`src/hw/rtl/priority_sorted_dispatch_queue_defines.svh`:
```
// Assertion macros used by the priority dispatch queue top level.
`ifndef PRIORITY_SORTED_DISPATCH_QUEUE_DEFINES_SVH
`define PRIORITY_SORTED_DISPATCH_QUEUE_DEFINES_SVH

// The consequent must hold in the same cycle as the antecedent.
`define PSDQ_ASSERT_SAME(label, clk, rst_n, ante, cons, msg) \
    label: assert property (@(posedge clk) disable iff (!(rst_n)) (ante) |-> (cons)) \
        else $error(msg);

// The consequent must hold in the cycle after the antecedent.
`define PSDQ_ASSERT_NEXT(label, clk, rst_n, ante, cons, msg) \
    label: assert property (@(posedge clk) disable iff (!(rst_n)) (ante) |=> (cons)) \
        else $error(msg);

`endif

```
`src/hw/rtl/psdq_pkg.sv`:
```
// Types and constants of the priority dispatch queue.
package psdq_pkg;

    localparam int QUEUE_DEPTH = 16;
    localparam int CNT_W       = $clog2(QUEUE_DEPTH + 1);
    localparam int PID_W       = 22;
    localparam int PRIO_W      = 8;
    localparam int WAIT_W      = 5;

    localparam logic [PRIO_W-1:0] THRESHOLD_RESET = PRIO_W'(3);
    localparam logic [CNT_W-1:0]  MIN_WAITING     = CNT_W'(1);

    typedef enum logic [1:0] {
        ST_INSERTED   = 2'd0,
        ST_DROPPED    = 2'd1,
        ST_DISPATCHED = 2'd2,
        ST_HELD       = 2'd3
    } t_status;

    typedef enum logic [1:0] {
        OP_HOLD   = 2'd0,
        OP_INSERT = 2'd1,
        OP_POP    = 2'd2
    } t_cell_op;

    typedef struct packed {
        logic [PID_W-1:0]  pid;
        logic [PRIO_W-1:0] prio;
    } t_entry;

    typedef struct packed {
        t_cell_op op;
        t_entry   ins_entry;
    } t_cell_ctl;

    typedef struct packed {
        logic              action;
        logic [PID_W-1:0]  new_pid;
        logic [PRIO_W-1:0] new_priority;
    } t_in_beat;

    typedef struct packed {
        t_status           status;
        logic [PID_W-1:0]  granted_pid;
        logic [WAIT_W-1:0] waiting_count;
    } t_out_beat;

endpackage

```
`src/hw/rtl/psdq_cell.sv`:
```
// One slot of the sorted queue, exchanging entries with its two neighbors.
module psdq_cell
    import psdq_pkg::*;
(
    input  logic      i_clk,
    input  t_cell_ctl i_ctl,
    input  logic      i_slot_valid,
    input  logic      i_left_go,
    input  t_entry    i_left_entry,
    input  t_entry    i_right_entry,
    output logic      o_go,
    output t_entry    o_entry
);

    t_entry r_entry;
    t_entry n_entry;

    // The new entry belongs at or ahead of this slot unless this slot
    // holds a strictly higher priority.
    assign o_go    = !(i_slot_valid && (r_entry.prio > i_ctl.ins_entry.prio));
    assign o_entry = r_entry;

    always_comb begin
        n_entry = r_entry;
        case (i_ctl.op)
            OP_INSERT: begin
                if (o_go) begin
                    n_entry = i_left_go ? i_left_entry : i_ctl.ins_entry;
                end
            end
            OP_POP: begin
                n_entry = i_right_entry;
            end
            default: begin
                n_entry = r_entry;
            end
        endcase
    end

    always_ff @(posedge i_clk) begin
        r_entry <= n_entry;
    end

endmodule

```
`src/hw/rtl/priority_sorted_dispatch_queue.sv`:
```
// Priority dispatch queue: top level with control and the row of slot cells.
// The result of an accepted item is registered and appears on o_out with o_done in the next cycle.
// Throughput: one item per cycle; the cells take their new entries in the accept cycle.
// busy is low outside reset, so start may be high in every cycle.
// Reset (synchronous, active low) empties the queue and sets the threshold to 3.
// The receiver cannot stall: each result is valid for exactly one cycle.
`include "priority_sorted_dispatch_queue_defines.svh"

module priority_sorted_dispatch_queue
    import psdq_pkg::*;
(
    input  logic              i_clk,
    input  logic              i_rst_n,
    input  logic              start,
    output logic              busy,
    input  t_in_beat          i_in,
    input  logic              i_cfg_we,
    input  logic [PRIO_W-1:0] i_cfg_wdata,
    output logic              o_done,
    output t_out_beat         o_out
);

    logic [CNT_W-1:0]  r_occ;
    logic [CNT_W-1:0]  n_occ;
    logic [PRIO_W-1:0] r_thr;
    logic              r_done;
    t_out_beat         r_out;
    t_out_beat         n_out;
    logic              w_accept;
    logic              w_full;
    logic              w_can_pop;
    t_cell_ctl         w_ctl;

    logic   [QUEUE_DEPTH-1:0] w_slot_valid;
    logic   [QUEUE_DEPTH-1:0] w_go;
    t_entry                   w_entry [QUEUE_DEPTH];

    // The block takes no beat while it is held in reset.
    assign busy     = !i_rst_n;
    assign w_accept = start && !busy;

    // Occupancy is the only bookkeeping: slots below it are live.
    assign w_full    = (r_occ == CNT_W'(QUEUE_DEPTH));
    assign w_can_pop = (r_occ > MIN_WAITING) && (w_entry[0].prio >= r_thr);

    // Decide what every cell does this cycle, and the result of the beat.
    always_comb begin
        w_ctl.op                 = OP_HOLD;
        w_ctl.ins_entry.pid      = i_in.new_pid;
        w_ctl.ins_entry.prio     = i_in.new_priority;
        n_occ                    = r_occ;
        n_out.status             = ST_HELD;
        n_out.granted_pid        = '0;
        if (!i_in.action) begin
            if (w_full) begin
                n_out.status = ST_DROPPED;
            end else begin
                w_ctl.op     = w_accept ? OP_INSERT : OP_HOLD;
                n_occ        = r_occ + CNT_W'(1);
                n_out.status = ST_INSERTED;
            end
        end else if (w_can_pop) begin
            w_ctl.op          = w_accept ? OP_POP : OP_HOLD;
            n_occ             = r_occ - CNT_W'(1);
            n_out.status      = ST_DISPATCHED;
            n_out.granted_pid = w_entry[0].pid;
        end
        // The count port keeps only its low bits for deep queues.
        n_out.waiting_count = WAIT_W'(n_occ);
    end

    // The row of cells. The head is cell 0; inserts ripple toward the tail
    // and a dispatch shifts every entry one slot toward the head.
    for (genvar k = 0; k < QUEUE_DEPTH; k++) begin : g_cell
        logic   w_left_go;
        t_entry w_left_entry;
        t_entry w_right_entry;

        assign w_slot_valid[k] = (r_occ > CNT_W'(k));

        if (k == 0) begin : g_head
            assign w_left_go    = 1'b0;
            assign w_left_entry = '0;
        end else begin : g_body
            assign w_left_go    = w_go[k-1];
            assign w_left_entry = w_entry[k-1];
        end

        if (k == QUEUE_DEPTH - 1) begin : g_tail
            assign w_right_entry = '0;
        end else begin : g_inner
            assign w_right_entry = w_entry[k+1];
        end

        psdq_cell u_cell (
            .i_clk         (i_clk),
            .i_ctl         (w_ctl),
            .i_slot_valid  (w_slot_valid[k]),
            .i_left_go     (w_left_go),
            .i_left_entry  (w_left_entry),
            .i_right_entry (w_right_entry),
            .o_go          (w_go[k]),
            .o_entry       (w_entry[k])
        );
    end

    // Control state: occupancy, threshold and the result strobe.
    always_ff @(posedge i_clk) begin
        if (!i_rst_n) begin
            r_occ  <= '0;
            r_thr  <= THRESHOLD_RESET;
            r_done <= 1'b0;
        end else begin
            r_done <= w_accept;
            if (w_accept) begin
                r_occ <= n_occ;
            end
            if (i_cfg_we) begin
                r_thr <= i_cfg_wdata;
            end
        end
    end

    // The result beat itself needs no reset; o_done qualifies it.
    always_ff @(posedge i_clk) begin
        if (w_accept) begin
            r_out <= n_out;
        end
    end

    assign o_done = r_done;
    assign o_out  = r_out;

    `PSDQ_ASSERT_NEXT(a_result_follows, i_clk, i_rst_n, w_accept, o_done, "result beat missing after accepted item")
    `PSDQ_ASSERT_SAME(a_pid_zero_unless_grant, i_clk, i_rst_n, o_done && (o_out.status != ST_DISPATCHED), o_out.granted_pid == '0, "granted pid nonzero without dispatch")
    `PSDQ_ASSERT_SAME(a_occ_bounded, i_clk, i_rst_n, 1'b1, r_occ <= CNT_W'(QUEUE_DEPTH), "occupancy beyond queue depth")
    `PSDQ_ASSERT_SAME(a_head_sorted, i_clk, i_rst_n, r_occ > MIN_WAITING, w_entry[0].prio >= w_entry[1].prio, "head entry out of priority order")

endmodule

```
`config.mk`:
```
export PLATFORM = sky130hd
export DESIGN_NAME = priority_sorted_dispatch_queue
export DESIGN_NICKNAME = d
export VERILOG_FILES = /design/src/hw/rtl/psdq_pkg.sv /design/src/hw/rtl/psdq_cell.sv /design/src/hw/rtl/priority_sorted_dispatch_queue.sv
export VERILOG_INCLUDE_DIRS = /design/src /design/src/hw/rtl
export SDC_FILE = /design/constraint.sdc
export NUM_CORES = 1
export LEC_CHECK = 0
export ABC_AREA = 1
export ABC_CLOCK_PERIOD_IN_PS = 8100
export BUFFER_PORTS_ARGS = -buffer_cell sky130_fd_sc_hd__buf_2
export CAP_MARGIN = 20
export CORE_ASPECT_RATIO = 1.1
export CORE_UTILIZATION = 42
export CTS_CLUSTER_SIZE = 24
export DETAILED_ROUTE_END_ITERATION = 6
export GPL_TIMING_DRIVEN = 0
export MAX_ROUTING_LAYER = met4
export PLACE_DENSITY = 0.59
export SLEW_MARGIN = 10
export SYNTH_ARGS = -nofsm -noshare
export SYNTH_HDL_FRONTEND = slang
export SYNTH_SLANG_ARGS = --single-unit
```
`constraint.sdc`:
```
create_clock -name i_clk -period 8.1 [get_ports i_clk]
set_input_delay 1.62 -clock i_clk [delete_from_list [all_inputs] [get_ports i_clk]]
set_output_delay 1.62 -clock i_clk [all_outputs]
set_load 0.02 [all_outputs]
```
==> metrics.csv, run 1 <==
stage,metric,value,unit
status,run_status,finished clean,
synth,synth.distinct_cells,39,
timing,drv_slew,0,
layout,layout-drive-gt1-share,0.1097,
synth,synth-edff-count,509,
clock_tree,cts_inserted_buffers,58,
worst_setup_path,arrival,5730,ps
timing,setup_slack,2728,ps
run,max_cap_viol_count,0,
timing,whs,463.0,ps
layout,fin_util,0.4784,
route,routed_via_density,5.221,
worst_hold_path,worstHoldPathType,flip-flop to flip-flop,
timing,skew,34.98,ps
place,dp.final_hpwl,71850,µm
route,drc,0,
route,wl_per_cell,19.44,µm
synth,netlist_area,30490,µm²
die,rows,103,
clock_tree,ctsResizeCount,0,
synth,synth_nets,3708,
die,dieHeight,284.6,µm
synth,synth_top_area_share,0.5013,
clock_tree,clock-sinks,523,
global_route,antenna_found_initial,3,
die,core_area,71780,µm²
synth,synth_ff_type,edfxtp_1,
timing,slew_headroom,0.2458,
die,ios,74,
synth,ys_seq_elements,523,
clock_tree,postCtsSetupBuffers,0,
timing,rsz0062_at_grt,false,
worst_setup_path,endpoint_kind,flip-flop,
layout,area_delta_synth_final,12.63,%
synth,syn-instance-count,3523,
pwr,power_leakage,0.01455,µW
layout,stdcell_count,4639,
synth,synthTopCellsByArea,"edfxtp_1 50%, nand2_1 17%, ha_1 5.8%",
timing,setup_violations,0,
clock_tree,cts-root-buf,clkbuf_16,
timing,fmax,0.1862,GHz
layout,layout.nets,3832,
worst_setup_path,startpoint_type,input pin,
timing,finalHoldViolCount,0,
place,routabilityCongestion,0.8919,
route,dr.pass1.iters,6,
synth,ys_seq_area_frac,0.5105,
global_route,grt_pass1_vias,23760,
synth,synth_area_leader_cell,edfxtp_1,
timing,finalCritPeriodShare,0.6632,
synth,yosysMostFrequentCell,nand2_1,
worst_setup_path,required,8460,ps
global_route,grt_overflow,0,
timing,period_needed,5372,ps
pwr,power.density,215.9,nW/µm²
global_route,grt_pass1_wl,139200,µm
synth,async_reset_ff_frac,0,
global_route,grtUsageTotal,0.2537,
synth,syn_avg_cell_area,8.654,µm²
clock_tree,cts_hold_buf,0,
pwr,vdd_drop_max,160.0,µV
clock_tree,clock_latency,650,ps
route,wl,90200,µm
route,vias,24220,
worst_setup_path,crit_type,input pin to flip-flop,
die,die_area,73670,µm²
global_route,grt_max_degree,34,
place,io_buffers,45,
timing,worst_pin_slew,1130,ps
synth,ys_warn_count,0,
clock_tree,path_clk_slew,60,ps
route,ant_nets,0,
die,initial_core_util,0.4247,
clock_tree,ctsHtreeMaxLevel,2,
synth,synth_common_cells,"1397 x nand2_1, 509 x edfxtp_1, 298 x nor2_1",
clock_tree,clk_path_buf_depth,3,
die,die_w,258.9,µm
place,dp_cells,4529,
route,drtIter0Drc,2213,
clock_tree,cts_tree,yes,
place,dp_slack,1936,ps
worst_setup_path,crit_fanout,23,
flip-flops by register name, indices dropped and copies added (netlist names):
| signal | cells |
|---|---|
| g_cell.u_cell.o_entry | 480 |
| o_out | 29 |
| r_thr | 8 |
| r_occ | 5 |
| o_done | 1 |
final timing paths:
check / startpoint / to / slack (ps) / cells past startpoint
setup reg to reg: r_occ[0] / g_cell[2].u_cell.o_entry[21] / 4180 / 8
hold / removal: r_thr[0] / r_thr[0] / 460 / 2
hold reg to reg: r_thr[0] / r_thr[0] / 460 / 2
setup / recovery: i_in[2] / g_cell[7].u_cell.o_entry[11] / 2730 / 13
stage by stage:
stage	cell area [µm²]	power (µW)	setup TNS (ps)
floorplan	30490	4402	0
global placement	31900	4790	-69320
detailed placement	32430	4865	0
CTS	34250	7441	0
global route	34340	7750	0
finish	34340	7413	0
routing by layer:
| metal | share of wire | global-route usage | up-vias |
|---|---|---|---|
| met5 | 0 | - | - |
| met4 | 0.032 | 0.08166 | 0 |
| met3 | 0.057 | 0.02827 | 133 |
| met2 | 0.48 | 0.4178 | 771 |
| met1 | 0.43 | 0.3249 | 11190 |
| li1 | - | - | 12120 |
cells by family after synthesis:
family	share of synthesized area
XOR/XNOR	0.0005747
AND/OR/NAND/NOR	0.2302
buffers and inverters	0.06977
AO/OA/AOI/OAI	0.1307
flip-flops	0.5105
adder cells (fa/ha/maj)	0.05828
critical path, stage by stage:
cell and delay [ps]:
clkbuf_1 640, inv_1 780, ha_1 550, nand2_1 60
nor3_1 220, nand3_1 110, o21ai_0 100, inv_1 90
nand2_1 310, clkbuf_1 350, nand2_1 80, nand2_1 530
buf_16 230
where the power goes:
group          total, µW  switching, µW  leakage [µW]  internal [µW]
clock               2590           1140      0.000898           1450
sequential          3400            108       0.00483           3290
combinational       1430            952       0.00882            478
cells in the final DEF (no fill, tap or decap), drive strengths merged:
cell / count
clkinv: 24
a31oi: 236
nor2: 302
xnor2: 1
nor3b: 2
dfxtp: 14
o211a: 1
nand3: 90
buf: 221
xor2: 1
nand2: 1399
diode: 3
nor3: 7
a21oi: 74
ha: 142
o21bai: 5
a21o: 2
inv: 208
clkbuf: 155
o21ai: 267
o211ai: 3
nand4: 13
edfxtp: 509
nor4: 1
bufinv: 2
o21a: 12
layout make-up:
type                       instances  area, µm²
antenna                            3      7.507
multi-input combinational       2558      12900
inverter                         206      778.2
timing repair buffer              64      735.7
clock buffer                      76       1602
clock inverter                    28      219.0
tap                              945       1182
sequential                       523      15560
fill                            7056      37440
buffer                           236       1349
No activity file was read; power rests on OpenSTA's default activity.
==> run 2, diff against run 1 <==
- ABC_AREA: 1 -> 0
- ABC_CLOCK_PERIOD_IN_PS: 8100 -> 5460
- clock period: 8.1 -> 5.46 ns (I/O delays scaled with it)
==> metrics.csv, run 2 <==
stage,metric,value,unit,change
timing,rsz0062_at_grt,false,,unchanged
pwr,power_leakage,0.01452,µW,was 0.01455 µW
global_route,grt_pass1_wl,130500,µm,was 139200 µm
layout,area_delta_synth_final,13.74,%,was 12.63%
clock_tree,cts-root-buf,clkbuf_16,,unchanged
synth,synth-edff-count,509,,unchanged
timing,setup_violations,0,,unchanged
clock_tree,cts_hold_buf,0,,unchanged
timing,skew,29.35,ps,was 34.98 ps
worst_setup_path,required,5810,ps,was 8460 ps
place,io_buffers,72,,was 45
clock_tree,cts_inserted_buffers,58,,unchanged
place,dp_cells,3664,,was 4529
synth,synthTopCellsByArea,"edfxtp_1 51%, mux2i_1 15%, ha_1 5.9%",,"was edfxtp_1 50%, nand2_1 17%, ha_1 5.8%"
synth,ys_warn_count,0,,unchanged
route,wl,86000,µm,was 90200 µm
synth,async_reset_ff_frac,0,,unchanged
timing,slew_headroom,0.1857,,was 0.2458
clock_tree,postCtsSetupBuffers,0,,unchanged
synth,ys_seq_elements,523,,unchanged
layout,mostFrequentLayoutCell,edfxtp_1,,was nand2_1
pwr,power.density,318.3,nW/µm²,was 215.9 nW/µm²
pwr,p_switching,2983,µW,was 2196 µW
clock_tree,ctsResizeCount,0,,unchanged
worst_setup_path,arrival,5500,ps,was 5730 ps
timing,tns,0,ps,unchanged
synth,synth_ff_type,edfxtp_1,,unchanged
synth,synth_area_leader_cell,edfxtp_1,,unchanged
clock_tree,cts_tree,yes,,unchanged
place,routabilityCongestion,0.8597,,was 0.8919
die,rows,102,,was 103
layout,final_area,34120,µm²,was 34340 µm²
synth,synth_top_area_share,0.5096,,was 0.5013
die,die_area,72490,µm²,was 73670 µm²
synth,yosysMostFrequentCell,edfxtp_1,,was nand2_1
clock_tree,ctsHtreeMaxLevel,2,,unchanged
die,core_area,70580,µm²,was 71780 µm²
die,ios,74,,unchanged
clock_tree,clock-sinks,523,,unchanged
worst_setup_path,startpoint_type,input pin,,unchanged
timing,finalHoldViolCount,0,,unchanged
timing,period_needed,5154,ps,
worst_setup_path,crit_fanout,19,,was 23
global_route,antenna_found_initial,2,,was 3
layout,fin_util,0.4834,,was 0.4784
synth,synth_nets,2824,,was 3708
synth,synth.distinct_cells,54,,was 39
pwr,p_int,7874,µW,was 5217 µW
global_route,grt_overflow,0,,unchanged
worst_hold_path,worstHoldPathType,flip-flop to flip-flop,,unchanged
die,dieHeight,282.3,µm,was 284.6 µm
layout,largest_register_ffs,480,,unchanged
layout,layout-drive-gt1-share,0.1862,,was 0.1097
pwr,combPwrFrac,0.165,,was 0.193
route,dr.pass1.iters,7,,was 6
pwr,seq_power_share,0.460,,was 0.458
clock_tree,path_clk_slew,60,ps,about the same
worst_setup_path,endpoint_kind,flip-flop,,unchanged
route,routed_via_density,5.674,,was 5.221
synth,netlist_area,30000,µm²,was 30490 µm²
route,vias,21430,,was 24220
worst_setup_path,crit_type,input pin to flip-flop,,unchanged
timing,worst_pin_slew,1211,ps,was 1130 ps
status,run_status,finished clean,,unchanged
clock_tree,clock_latency,650,ps,about the same
layout,final_cell_mix,"509 x edfxtp_1, 438 x mux2i_1, 411 x nand2_1",,"was 1397 x nand2_1, 509 x edfxtp_1, 297 x nor2_1"
timing,fmax,0.1940,GHz,
route,wl_per_cell,22.77,µm,was 19.44 µm
worst_setup_path,r2r_setup_slack,1200,ps,was 4180 ps
pwr,vdd_drop_max,259.2,µV,was 160.0 µV
global_route,grt_max_degree,31,,was 34
synth,ys_seq_area_frac,0.5189,,was 0.5105
synth,syn-instance-count,2639,,was 3523
layout,layout.nets,2973,,was 3832
route,ant_nets,0,,unchanged
route,drtIter0Drc,1573,,was 2213
timing,finalCritPeriodShare,0.9440,,
pwr,pwr-share-clk,0.375,,was 0.349
place,dp.final_hpwl,68060,µm,was 71850 µm
place,placed_area,32150,µm²,was 32430 µm²
clock_tree,clk_path_buf_depth,3,,unchanged
layout,stdcell_count,3776,,was 4639
global_route,grtUsageTotal,0.2412,,was 0.2537
run,max_cap_viol_count,0,,unchanged
die,die_w,256.8,µm,was 258.9 µm
timing,drv_slew,0,,unchanged
pwr,p_sw_frac,0.2748,,was 0.2962
pwr,p_total,10860,µW,was 7413 µW
synth,syn_avg_cell_area,11.37,µm²,was 8.654 µm²
route,drc,0,,unchanged
die,initial_core_util,0.4250,,was 0.4247
synth,synth_common_cells,"509 x edfxtp_1, 438 x mux2i_1, 411 x nand2_1",,"was 1397 x nand2_1, 509 x edfxtp_1, 298 x nor2_1"
global_route,grt_pass1_vias,23070,,was 23760
run 2: changes by cell type in the layout (fill, tap and decap cells not counted), moves of 101 or more:
cell	delta
nand2_1	-986
mux2i_1	+438
o21ai_1	+296
nor2_1	-239
o21ai_0	-222
inv_1	-153
a31oi_1	-130
o21ai_2	+101
run 2: cell type report:
type                    instances  area [µm²]
well taps                     936        1171
repair buffers                 89       812.0
flip-flops and latches        523       15560
diodes                          5       12.51
clock buffers                  65        1499
plain buffers                 198        1225
clock inverters                42       454.2
fillers                      6460       36460
inverters                      49       183.9
multi-input cells            1869       13190
run 2: worst max-delay path: stages:
cell and delay, ps:
buf_2 190, clkbuf_1 480, inv_1 600, ha_1 490, nor2b_1 130, o211ai_1 140
a21oi_1 90, o31ai_1 960, buf_2 450, inv_1 120, o21ai_4 470, buf_16 230
run 2: kinds of logic (layout without fill, tap and decap cells):
group | count (synthesis) | in the layout | synth area share
compound gates | 586 | 586 | 0.1199
xor+xnor | 4 | 4 | 0.001168
fa+ha+maj | 142 | 142 | 0.05923
buf+inv | 247 | 443 | 0.04688
flops | 523 | 523 | 0.5189
mux | 439 | 439 | 0.1465
other cells | 0 | 5 | 0
simple gates | 698 | 698 | 0.1074
run 2: stage by stage:
step / hold slack (ps) / worst slack (ps)
detailed placement: 483.0 / -211.7
global route: 526.1 / 152.3
CTS: 492.4 / 453.0
floorplan: 448.8 / -222.4
finish: 485.5 / 305.8
global placement: 473.7 / -2869
run 2: final timing paths:
check,depth (start not counted),from,end
max,12,i_in[1],g_cell[12].u_cell.o_entry[17]
min,2,r_thr[1],r_thr[1]
max reg2reg,10,r_occ[1],g_cell[1].u_cell.o_entry[17]
min reg2reg,2,r_thr[1],r_thr[1]
run 2: routing by layer:
metal,part of all wire,track usage,vias up,wire [µm]
li1,-,-,10050,-
met1,0.44,0.3024,10800,38140
met2,0.48,0.4035,438,41610
met3,0.035,0.02213,137,3008
met4,0.038,0.09570,0,3244
met5,0,-,-,0
run 2: power groups by stage:
stage	clock network [µW]	registers (µW)	logic, µW
after global placement	0	5100	1640
after global routing	4260	5020	1950
after detailed placement	0	5080	1780
final	4070	4990	1790
after floorplan	0	5040	1220
after CTS	4140	4990	1790
